## src/hw/rtl/slil_pkg.sv

```systemverilog
`timescale 1ns / 1ps
// ----------------------------------------------------------------------------
// slil_pkg: shared types for the ordered list unit
// Command codes, beat payload types and the per-cell control word.
// ----------------------------------------------------------------------------
package slil_pkg;

   localparam int VALUE_W     = 32;
   localparam int POS_W       = 6;
   localparam int COUNT_OUT_W = 7;

   typedef enum logic [1:0] {
      CMD_INSERT_AT     = 2'd0,
      CMD_INSERT_SORTED = 2'd1,
      CMD_REMOVE        = 2'd2,
      CMD_READ          = 2'd3
   } cmd_type;

   typedef struct packed {
      cmd_type                    cmd;
      logic signed [VALUE_W-1:0]  value;
      logic [POS_W-1:0]           position;
   } req_type;

   typedef struct packed {
      logic                       ok;
      logic signed [VALUE_W-1:0]  read_value;
      logic [POS_W-1:0]           index_used;
      logic [COUNT_OUT_W-1:0]     count;
      logic                       is_empty;
      logic                       is_full;
   } rsp_type;

   // broadcast to every cell: which shift to perform this cycle
   typedef struct packed {
      logic ins;
      logic rem;
   } cell_ctrl_type;

endpackage

```

## src/hw/rtl/slil_cell.sv

```systemverilog
`timescale 1ns / 1ps
// ----------------------------------------------------------------------------
// slil_cell: one list entry
// Holds one value, shifts up or down with its neighbours, and feeds the
// sorted-insert search with its own compare result.
// ----------------------------------------------------------------------------
module slil_cell #(
   parameter int INDEX = 0,
   parameter int CW    = 7
) (
   input  logic                                    clock,
   input  slil_pkg::cell_ctrl_type                 ctrl,
   input  logic [CW-1:0]                           tgt,
   input  logic [CW-1:0]                           cnt,
   input  logic signed [slil_pkg::VALUE_W-1:0]     value,
   input  logic signed [slil_pkg::VALUE_W-1:0]     lower_data,
   input  logic signed [slil_pkg::VALUE_W-1:0]     upper_data,
   input  logic                                    found_in,
   output logic                                    found_out,
   output logic                                    first,
   output logic signed [slil_pkg::VALUE_W-1:0]     data
);

   localparam logic [CW:0] K = (CW+1)'(INDEX);

   logic signed [slil_pkg::VALUE_W-1:0] data_ff;
   logic signed [slil_pkg::VALUE_W-1:0] data_in;
   logic                                valid;
   logic [CW:0]                         tgt_x;
   logic [CW:0]                         cnt_x;

   assign tgt_x = {1'b0, tgt};
   assign cnt_x = {1'b0, cnt};
   assign valid = K < cnt_x;

   // first stored entry not less than the new value
   assign found_out = found_in | (valid & !(data_ff < value));
   assign first     = found_out & !found_in;
   assign data      = data_ff;

   always_comb begin
      data_in = data_ff;
      priority if (ctrl.ins) begin
         if (K == tgt_x) begin
            data_in = value;
         end else if (K > tgt_x && K <= cnt_x) begin
            data_in = lower_data;
         end
      end else if (ctrl.rem) begin
         if (K >= tgt_x && (K + 1'b1) < cnt_x) begin
            data_in = upper_data;
         end
      end
   end

   always_ff @(posedge clock) begin
      data_ff <= data_in;
   end

endmodule

```

## config.mk

```make
export PLATFORM = sky130hd
export DESIGN_NAME = slil_cell
export DESIGN_NICKNAME = d
export VERILOG_FILES = /design/src/hw/rtl/slil_pkg.sv /design/src/hw/rtl/slil_cell.sv
export SDC_FILE = /design/constraint.sdc
export NUM_CORES = 1
export LEC_CHECK = 0
export CAP_MARGIN = 10
export CORE_MARGIN = 3
export CORE_UTILIZATION = 38
export CTS_CLUSTER_DIAMETER = 150
export DETAILED_ROUTE_END_ITERATION = 8
export DONT_BUFFER_PORTS = 1
export GPL_ROUTABILITY_DRIVEN = 0
export PLACE_DENSITY_LB_ADDON = 0.05
export REMOVE_ABC_BUFFERS = 1
export SLEW_MARGIN = 0
export SYNTH_ARGS = -nofsm -noshare
export SYNTH_HDL_FRONTEND = slang
export SYNTH_SLANG_ARGS = --single-unit
```

## constraint.sdc

```tcl
create_clock -name clock -period 3.2 [get_ports clock]
set_clock_uncertainty 0.2 [all_clocks]
set_input_delay 0.32 -clock clock [delete_from_list [all_inputs] [get_ports clock]]
set_output_delay 0.32 -clock clock [all_outputs]
set_load 0.005 [all_outputs]
```

; Word-level counts from Yosys, hierarchy flattened
; Index checks and enable logic that the tools add are counted.
[word_totals]
ff_bits = 32
out_inout_bits = 34
wordCells = 24
[classes]
n_lt_le_gt_ge = 6
n_eq_ne = 1
n_mux = 5
bitwise = 3
reduce_logical = 8
[op_table]
columns = op, n
row1 = $mux W32, 5
row2 = $lt A32 B32 Y1, 1
row3 = $lt A1 B7 Y1 const A, 2
row4 = $logic_not A8 Y1, 1
row5 = $ge A1 B7 Y1 const A, 1
row6 = $gt A1 B7 Y1 const A, 1
row7 = $le A1 B7 Y1 const A, 1
row8 = $reduce_bool A2 Y1, 2
row9 = $ne A3 B1 Y1 const B, 1
row10 = $reduce_and A3 Y1, 1
row11 = $and A1 B1 Y1, 2
row12 = $logic_and A1 B1 Y1, 2
row13 = $logic_not A1 Y1, 2
row14 = $or A1 B1 Y1, 1

; Depth between registers and ports, before layout
; Gate-level depths: netlist (run 1).
[depth]
ltp_word = 5
ltp_mapped = 8
depth_no_buf = 8

; Worst setup path before layout (run 1)
; No wires, ideal clock.
[synth_path]
path_kind = input -> register
from = input port tgt[5]
to = register data_ff, in the netlist data[0] (enable)
setup_ns = 0.421
t_arrival_ns = 2.404
setup_slack_ns = 0.175
cell_stages = 4
path_buffers = 1
path_cell_list = nor4_1 -> nand2_1 -> clkbuf_1 -> nor2_1
[synth_between]
elab_chain_cells = 4
word_cells_on_any_way = 8
[synth_rtl]
columns = element, line_no
row1 = "start, declared", slil_cell.sv:13  ; input logic [CW-1:0] tgt,
row2 = $gt A1 B7 Y1 / $ge A1 B7 Y1 (equally long branches), "slil_cell.sv:46, slil_cell.sv:50"
row3 = "$logic_and A1 B1 Y1, on equally long branches", "slil_cell.sv:46, slil_cell.sv:50"
row4 = $ne A3 B1 Y1 (no line) / $reduce_bool A2 Y1 (equally long branches), --
row5 = $reduce_and A3 Y1 (no line) *, --
row6 = "end signal, assigned", slil_cell.sv:57  ; data_ff <= data_in;
row7 = "end, declared", slil_cell.sv:26  ; logic signed [slil_pkg::VALUE_W-1:0] data_ff;
; Mark *: on every way between the ends. The rest lies on a longest branch, timed or not.
; A chain may end at the register's enable or synchronous reset.

; Final worst setup path (run 1)
[layout_path]
from = register data_ff, in the netlist data[31]
to = output port first
[layout_between]
elab_chain_cells = 5
[layout_rtl]
columns = element, line_no
row1 = $lt A32 B32 Y1, slil_cell.sv:37  ; assign found_out = found_in | (valid & !(data_ff < value));
row2 = $logic_not A1 Y1, slil_cell.sv:37
row3 = $and A1 B1 Y1, slil_cell.sv:37
row4 = $or A1 B1 Y1, slil_cell.sv:37
row5 = $and A1 B1 Y1, slil_cell.sv:38  ; assign first = found_out & !found_in;
row6 = "end, declared", slil_cell.sv:20  ; output logic first,
; No other way between the ends.

==> results of run 1 <==
[power groups by stage]
stage	clock network, uW	logic (uW)	registers (uW)
after floorplan	0	92.2	477
after global placement	0	112	478
after detailed placement	0	113	478
after CTS	314	113	469
after global routing	329	132	469
final	297	111	469
[cells in the mapped netlist]
library cell / n / area [um2]
mux2i_1: 1 / 10.0
nand3_1: 4 / 20.0
a21o_1: 2 / 15.0
nand2_1: 8 / 30.0
nor3b_1: 1 / 7.51
edfxtp_1: 32 / 961
a211o_1: 2 / 17.5
inv_1: 31 / 116
a21oi_1: 78 / 390
a221o_1: 1 / 10.0
a21oi_2: 1 / 8.76
nor2b_1: 1 / 6.26
nor3_1: 3 / 15.0
clkbuf_1: 13 / 48.8
a31oi_1: 1 / 6.26
mux2_4: 1 / 15.0
o41ai_4: 1 / 27.5
o311a_1: 1 / 10.0
nand2b_1: 1 / 6.26
nor2_1: 69 / 259
nand4_1: 6 / 37.5
o311ai_1: 1 / 8.76
ha_1: 31 / 388
o21ai_0: 4 / 20.0
nor4_1: 3 / 18.8
[logic make-up (layout without fill, tap and decap cells)]
logic type,count (synthesis),in the layout
flip-flops,32,32
AO/OA/AOI/OAI,92,92
buffers and inverters,44,41
multiplexers,2,2
adder cells (fa/ha/maj),31,31
AND/OR/NAND/NOR,96,96
[cell type report]
type / count / area (um2) / share of cell area (%)
Tap cell: 75 / 93.8 / 3.60
Sequential cell: 32 / 961 / 36.9
Clock buffer: 7 / 76.3 / 2.93
Timing Repair Buffer: 2 / 15.0 / 0.577
Clock inverter: 1 / 3.75 / 0.144
Inverter: 31 / 116 / 4.47
Multi-Input combinational cell: 221 / 1340 / 51.4
[per-layer routing]
metal	track usage [%]	part of all wire [%]
met5	0	0
met1	18.8	42
met4	4.25	0.49
met2	25.0	46
met3	6.46	11
[per-stage QoR]
step	power, uW	utilization (%)	hold WS (ps)	cells
after floorplan	570	-	327	284
after global placement	590	41.4	336	361
after detailed placement	591	41.4	337	361
after CTS	896	42.7	28.5	369
after global routing	930	42.7	30.3	369
final	877	42.7	41.7	369
[path summary, 6_finish.rpt]
path	to	cells past startpoint	slack (ps)	start
worst max-delay path	first	7	270	data[31]
worst min-delay path	data[23]	1	40	ctrl[1]
==> flow_metrics.env, run 1 <==
export IMPL_grt_pass1_vias=1867
export IMPL_grtUsageTotal_pct=15.4
export IMPL_placed_area_um2=2520
export IMPL_vdd_ir_drop_max_mv=0.142
export IMPL_synth_seq_cells=32
export IMPL_cts_resized=0
export IMPL_synth_compound_gate_area_share_pct=21.0
export IMPL_path_delay_family="compound AO/OA/AOI/OAI gates"
export IMPL_hpwl_mm=4.72
export IMPL_fin_area_um2=2600
export IMPL_fmax_mhz=341
export IMPL_drtPass1Iterations=4
export IMPL_p_leak_uw=0.00114
export IMPL_yosys_cell_types_count=25
export IMPL_hp_class="input port to flop"
export IMPL_fin_nets=438
export IMPL_slowest_delay_ps=420
export IMPL_drt_iter0_markers=54
export IMPL_cts_sinks=32
export IMPL_slew_viol_final=0
export IMPL_endpoint_kind="output pin"
export IMPL_crit_path_top_delay_cell="edfxtp_1"
export IMPL_post_cts_buffers=0
export IMPL_routed_via_count=1977
export IMPL_crit_type="flop to output pin"
export IMPL_power_frac_seq_pct=53.4
export IMPL_power_density_nw_per_um2=337
export IMPL_crit_arrival_ps=2410
export IMPL_hold_viol_final=0
export IMPL_finalSetupTns_ps=0
export IMPL_power_frac_comb_pct=12.7
export IMPL_wl_mm=5.90
export IMPL_avgRoutedWirePerCell_um=16.0
export IMPL_postCtsHoldBufs=0
export IMPL_synth_seq_area_share_pct=39.2
export IMPL_grt_max_degree=66
export IMPL_cap_violations=0
export IMPL_synth_top_family_by_area="compound AO/OA/AOI/OAI gates"
export IMPL_h_tree_depth=2
export IMPL_p_clk_share_pct=33.9
export IMPL_synth_cells=297
export IMPL_largest_reg_flops=32
export IMPL_final_cell_mix="78 x a21oi_1, 68 x nor2_1, 32 x edfxtp_1"
export IMPL_gr_total_overflow=0
export IMPL_ios=148
export IMPL_post_place_ws_ps=583
export IMPL_period_share_pct=91.6
export IMPL_antenna_found_initial=0
export IMPL_root_buffer="clkbuf_8"
export IMPL_diodes=0
export IMPL_syn_to_final_growth_pct=6.12
export IMPL_synth_xor_area_share_pct=0
export IMPL_status="finished clean"
export IMPL_synth_adder_area_share_pct=15.8
export IMPL_slew_headroom_pct=60.0
export IMPL_ant_nets=0
export IMPL_vias_per_cell=5.36
export IMPL_path_cells="ha_1, nand4_1, nor2_1, a221o_1, a211o_1, a21oi_2, mux2_4"
export IMPL_min_period_ps=2930
export IMPL_start_kind="flop"
export IMPL_drc=0
export IMPL_fin_ws_ps=268
export IMPL_nFillCells=636
export IMPL_p_sw_share_pct=23.7
export IMPL_synth_mux_area_fraction_pct=1.02
export IMPL_yosysWarnings=0
export IMPL_cts_made_buffers=5
export IMPL_cts_tree="done"
export IMPL_die_w_um=86.4
export IMPL_grt_pass1_wl_mm=8.91
export IMPL_coreArea_um2=6100
export IMPL_syn_area_um2=2450
export IMPL_start_util_pct=40.3
export IMPL_final_common_cell="a21oi_1"
export IMPL_rsz0062_at_grt="no"
export IMPL_worstMarginPinSlew_ps=598
export IMPL_path_buf_inv=0
export IMPL_dieArea_um2=7460
export IMPL_setup_violations=0
export IMPL_layout_drive_gt1_share_pct=4.08
export IMPL_switchingPower_uw=208
export IMPL_yosys_area_share_simple_pct=16.3
export IMPL_cts_buffer_depth=2
export IMPL_die_h_um=86.4
export IMPL_avgSynthCellArea_um2=8.26
export IMPL_cp_max_fo=6
export IMPL_p_int_uw=669
export IMPL_port_buffers=0
export IMPL_clk_pin_slew_ps=70
export IMPL_rows=28
export IMPL_required_ps=2680
Note: power is estimated with default switching activity, not from simulation.
==> run 2: changes to the inputs <==
--- a/config.mk
+++ b/config.mk
@@ -14,6 +14,7 @@
 export GPL_ROUTABILITY_DRIVEN = 0
 export PLACE_DENSITY_LB_ADDON = 0.05
 export REMOVE_ABC_BUFFERS = 1
+export SETUP_SLACK_MARGIN = 0.3
 export SLEW_MARGIN = 0
 export SYNTH_ARGS = -nofsm -noshare
 export SYNTH_HDL_FRONTEND = slang
==> constraint.sdc (replaced) <==
create_clock -name clock -period 3.53 [get_ports clock]
set_clock_uncertainty 0.2 [all_clocks]
set_input_delay 0.353 -clock clock [delete_from_list [all_inputs] [get_ports clock]]
set_output_delay 0.353 -clock clock [all_outputs]
set_load 0.005 [all_outputs]
==> flow_metrics.env, run 2 (synthesized netlist as in run 1, its figures left out) <==
export IMPL_status="finished clean"
export IMPL_vias_per_cell=5.37
export IMPL_routed_via_count=1980
export IMPL_gr_total_overflow=0
export IMPL_cts_tree="done"
export IMPL_finalSetupTns_ps=0
export IMPL_final_cell_mix="78 x a21oi_1, 68 x nor2_1, 32 x edfxtp_1"
export IMPL_p_leak_uw=0.00114
export IMPL_slowest_delay_ps=420
export IMPL_cap_violations=0
export IMPL_rsz0062_at_grt="no"
export IMPL_crit_path_top_delay_cell="edfxtp_1"
export IMPL_grt_max_degree=66
export IMPL_fin_area_um2=2600
export IMPL_endpoint_kind="output pin"
export IMPL_hold_viol_final=0
export IMPL_fmax_mhz=338
export IMPL_avgRoutedWirePerCell_um=16.0
export IMPL_worstMarginPinSlew_ps=598
export IMPL_diodes=0
export IMPL_crit_arrival_ps=2400
export IMPL_rows=28
export IMPL_drc=0
export IMPL_cts_made_buffers=5
export IMPL_start_util_pct=40.3
export IMPL_largest_reg_flops=32
export IMPL_crit_type="flop to output pin"
export IMPL_path_delay_family="compound AO/OA/AOI/OAI gates"
export IMPL_min_period_ps=2950
export IMPL_root_buffer="clkbuf_8"
export IMPL_cts_buffer_depth=2
export IMPL_ios=148
export IMPL_fin_nets=438
export IMPL_syn_to_final_growth_pct=6.12
export IMPL_cts_sinks=32
export IMPL_setup_violations=0
export IMPL_die_h_um=86.4
export IMPL_period_share_pct=83.7
export IMPL_layout_drive_gt1_share_pct=4.08
export IMPL_drtPass1Iterations=4
export IMPL_slew_viol_final=0
export IMPL_port_buffers=0
export IMPL_final_common_cell="a21oi_1"
export IMPL_power_density_nw_per_um2=306
export IMPL_clk_pin_slew_ps=60
export IMPL_slew_headroom_pct=60.0
export IMPL_vdd_ir_drop_max_mv=0.152
export IMPL_fin_ws_ps=576
export IMPL_hp_class="input port to flop"
export IMPL_required_ps=2980
export IMPL_path_buf_inv=0
export IMPL_die_w_um=86.4
export IMPL_postCtsHoldBufs=0
export IMPL_grt_pass1_vias=1878
export IMPL_start_kind="flop"
export IMPL_cts_resized=0
export IMPL_grtUsageTotal_pct=15.3
export IMPL_post_place_ws_ps=881
export IMPL_hpwl_mm=4.66
export IMPL_path_cells="ha_1, nand4_1, nor2_1, a221o_1, a211o_1, a21oi_2, mux2_4"
export IMPL_drt_iter0_markers=65
export IMPL_fin_util_pct=42.7
export IMPL_coreArea_um2=6100
export IMPL_dieArea_um2=7460
export IMPL_grt_pass1_wl_mm=8.89
export IMPL_antenna_found_initial=0
export IMPL_wl_mm=5.92
export IMPL_h_tree_depth=2
export IMPL_post_cts_buffers=0
export IMPL_placed_area_um2=2520
export IMPL_ant_nets=0
export IMPL_cp_max_fo=6
run 2: cell counts in the layout (fill, tap and decap cells not counted):
Identical to the previous run, type by type.
run 2: metal layers:
metal	track usage [%]	vias to the layer above	routed length, um
met5	0	-	0
met4	4.25	0	29
met3	6.75	2	677
met2	24.8	94	2760
met1	18.6	842	2450
li1	-	1042	-
run 2: metrics by stage:
step	total power, uW	hold WS, ps	cells
after floorplan	516	360	284
after global placement	535	369	361
after detailed placement	535	372	361
after CTS	812	67.1	369
after global routing	845	58.3	369
final	796	76.9	369
run 2: final timing paths:
kind,startpoint,end,slack [ps],cells after the start
worst min-delay path,ctrl[1],data[23],80,1
worst max-delay path,data[31],first,580,7
run 2: final cells by class:
cell class / instances / area, um2
Clock buffer: 7 / 76.3
Sequential cell: 32 / 961
Clock inverter: 1 / 3.75
Fill cell: 646 / 3490
Tap cell: 75 / 93.8
Multi-Input combinational cell: 221 / 1340
Inverter: 31 / 116
Timing Repair Buffer: 2 / 15.0
run 2: report_power, final:
group          switching [uW]  total (uW)  internal [uW]
clock network             133         270            137
registers                1.62         425            423
logic                    55.2         101           46.1
total                     190         796            607
==> run 3: changes to the inputs <==
==> constraint.sdc (replaced) <==
create_clock -name clock -period 2.9 [get_ports clock]
set_clock_uncertainty 0.2 [all_clocks]
set_input_delay 0.29 -clock clock [delete_from_list [all_inputs] [get_ports clock]]
set_output_delay 0.29 -clock clock [all_outputs]
set_load 0.005 [all_outputs]
==> flow_metrics.env, run 3 (synthesized netlist as in run 1, its figures left out) <==
export IMPL_cts_tree="done"
export IMPL_final_common_cell="a21oi_1"
export IMPL_ant_nets=0
export IMPL_multi_input_area_um2=1450
export IMPL_start_kind="flop"
export IMPL_ios=148
export IMPL_drt_iter0_markers=70
export IMPL_dieArea_um2=7460
export IMPL_slowest_delay_ps=430
export IMPL_wl_mm=6.37
export IMPL_start_util_pct=40.3
export IMPL_hpwl_mm=4.71
export IMPL_vdd_ir_drop_max_mv=0.153
export IMPL_grtUsageTotal_pct=16.1
export IMPL_final_cell_mix="78 x a21oi_1, 68 x nor2_1, 32 x edfxtp_1"
export IMPL_port_buffers=0
export IMPL_fin_ws_ps=122
export IMPL_cts_buffer_depth=2
export IMPL_cp_max_fo=2
export IMPL_h_tree_depth=2
export IMPL_rsz0062_at_grt="yes"
export IMPL_post_place_ws_ps=319
export IMPL_power_uw=990
export IMPL_clk_pin_slew_ps=70
export IMPL_seq_area_um2=961
export IMPL_drtPass1Iterations=4
export IMPL_setup_violations=0
export IMPL_die_h_um=86.4
export IMPL_slew_viol_final=0
export IMPL_nFillCells=598
export IMPL_cap_violations=0
export IMPL_die_w_um=86.4
export IMPL_antenna_found_initial=0
export IMPL_p_leak_uw=0.00117
export IMPL_cts_sinks=32
export IMPL_syn_to_final_growth_pct=13.4
export IMPL_grt_pass1_vias=1941
export IMPL_endpoint_kind="output pin"
export IMPL_routed_via_count=2040
export IMPL_cpMostUsedCell="buf_4"
export IMPL_power_density_nw_per_um2=356
export IMPL_layout_drive_gt1_share_pct=8.94
export IMPL_fmax_mhz=360
export IMPL_avgRoutedWirePerCell_um=16.9
export IMPL_rows=28
export IMPL_grt_pass1_wl_mm=9.29
export IMPL_crit_path_top_delay_cell="edfxtp_1"
export IMPL_grt_max_degree=65
export IMPL_hold_slack_ps=11.7
export IMPL_drc=0
export IMPL_diodes=0
export IMPL_hp_class="input port to flop"
export IMPL_crit_arrival_ps=2290
export IMPL_fin_nets=446
export IMPL_worstMarginPinSlew_ps=616
export IMPL_vias_per_cell=5.41
export IMPL_gr_total_overflow=0
export IMPL_period_share_pct=95.8
export IMPL_hold_viol_final=0
export IMPL_largest_reg_flops=32
export IMPL_coreArea_um2=6100
export IMPL_min_period_ps=2780
export IMPL_crit_type="flop to output pin"
export IMPL_root_buffer="clkbuf_8"
export IMPL_cts_made_buffers=5
export IMPL_path_cells="ha_1, nand4_1, buf_4, buf_4, nor4_2, a21oi_2, mux2_4"
export IMPL_status="finished clean"
export IMPL_required_ps=2410
export IMPL_slew_headroom_pct=58.8
[run 3: path summary, 6_finish.rpt]
kind | start | endpoint | slack (ps) | cells past startpoint
max | data[26] | first | 120 | 7
min | ctrl[1] | data[22] | 10 | 1
[run 3: area by class of cell]
cell class	count	share of cell area [%]
Clock inverter	1	0.135
Sequential cell	32	34.5
Clock buffer	7	2.74
Tap cell	75	3.37
Inverter	31	4.18
Timing Repair Buffer	10	2.97
Multi-Input combinational cell	221	52.1
[run 3: power by group]
part,total [uW],leakage [uW],internal (uW),switching (uW)
combinational,141,0.000836,66.5,74.1
sequential,518,0.000298,515,2.25
clock,332,0.0000399,167,165
total,990,0.00117,749,241
[run 3: metal layers]
layer | part of all wire [%] | global-route usage [%] | wire, um | vias up
li1 | - | - | - | 1057
met1 | 43 | 19.7 | 2720 | 875
met2 | 48 | 26.9 | 3030 | 102
met3 | 8.7 | 5.04 | 553 | 6
met4 | 1.0 | 4.96 | 65 | 0
met5 | 0 | 0 | 0 | -
[run 3: critical path, delay by kind of cell, from the launching register on]
kind | cells | cell delay (ps)
DFF | 1 | 430
AOI/OAI and AO/OA | 1 | 100
buffers and inverters | 2 | 310
adders and majority gates | 1 | 320
muxes | 1 | 320
and+or+nand+nor | 2 | 530
[run 3: timing repair]
| action | 4_1_cts | 5_1_grt |
|---|---|---|
| gates cloned | 0 | 0 |
| pin swaps | 8 | 4 |
| endpoints found under the hold margin | 2 | 3 |
| resized for setup | 8 | 3 |
| buffers inserted | 4 | 0 |
| hold buffers | 1 | 2 |
| setup endpoints to repair | 2 | 2 |
[run 3: per-stage QoR]
| stage | TNS, ps | instances | utilization (%) | instance area (um2) |
|---|---|---|---|---|
| 2_1_floorplan | -25560 | 284 | - | 2400 |
| 3_3_place_gp | 0 | 362 | 41.5 | 2530 |
| 3_5_place_dp | 0 | 362 | 41.5 | 2530 |
| 4_1_cts | 0 | 375 | 44.8 | 2730 |
| 5_1_grt | 0 | 377 | 45.6 | 2780 |
| 6_report | 0 | 377 | 45.6 | 2780 |
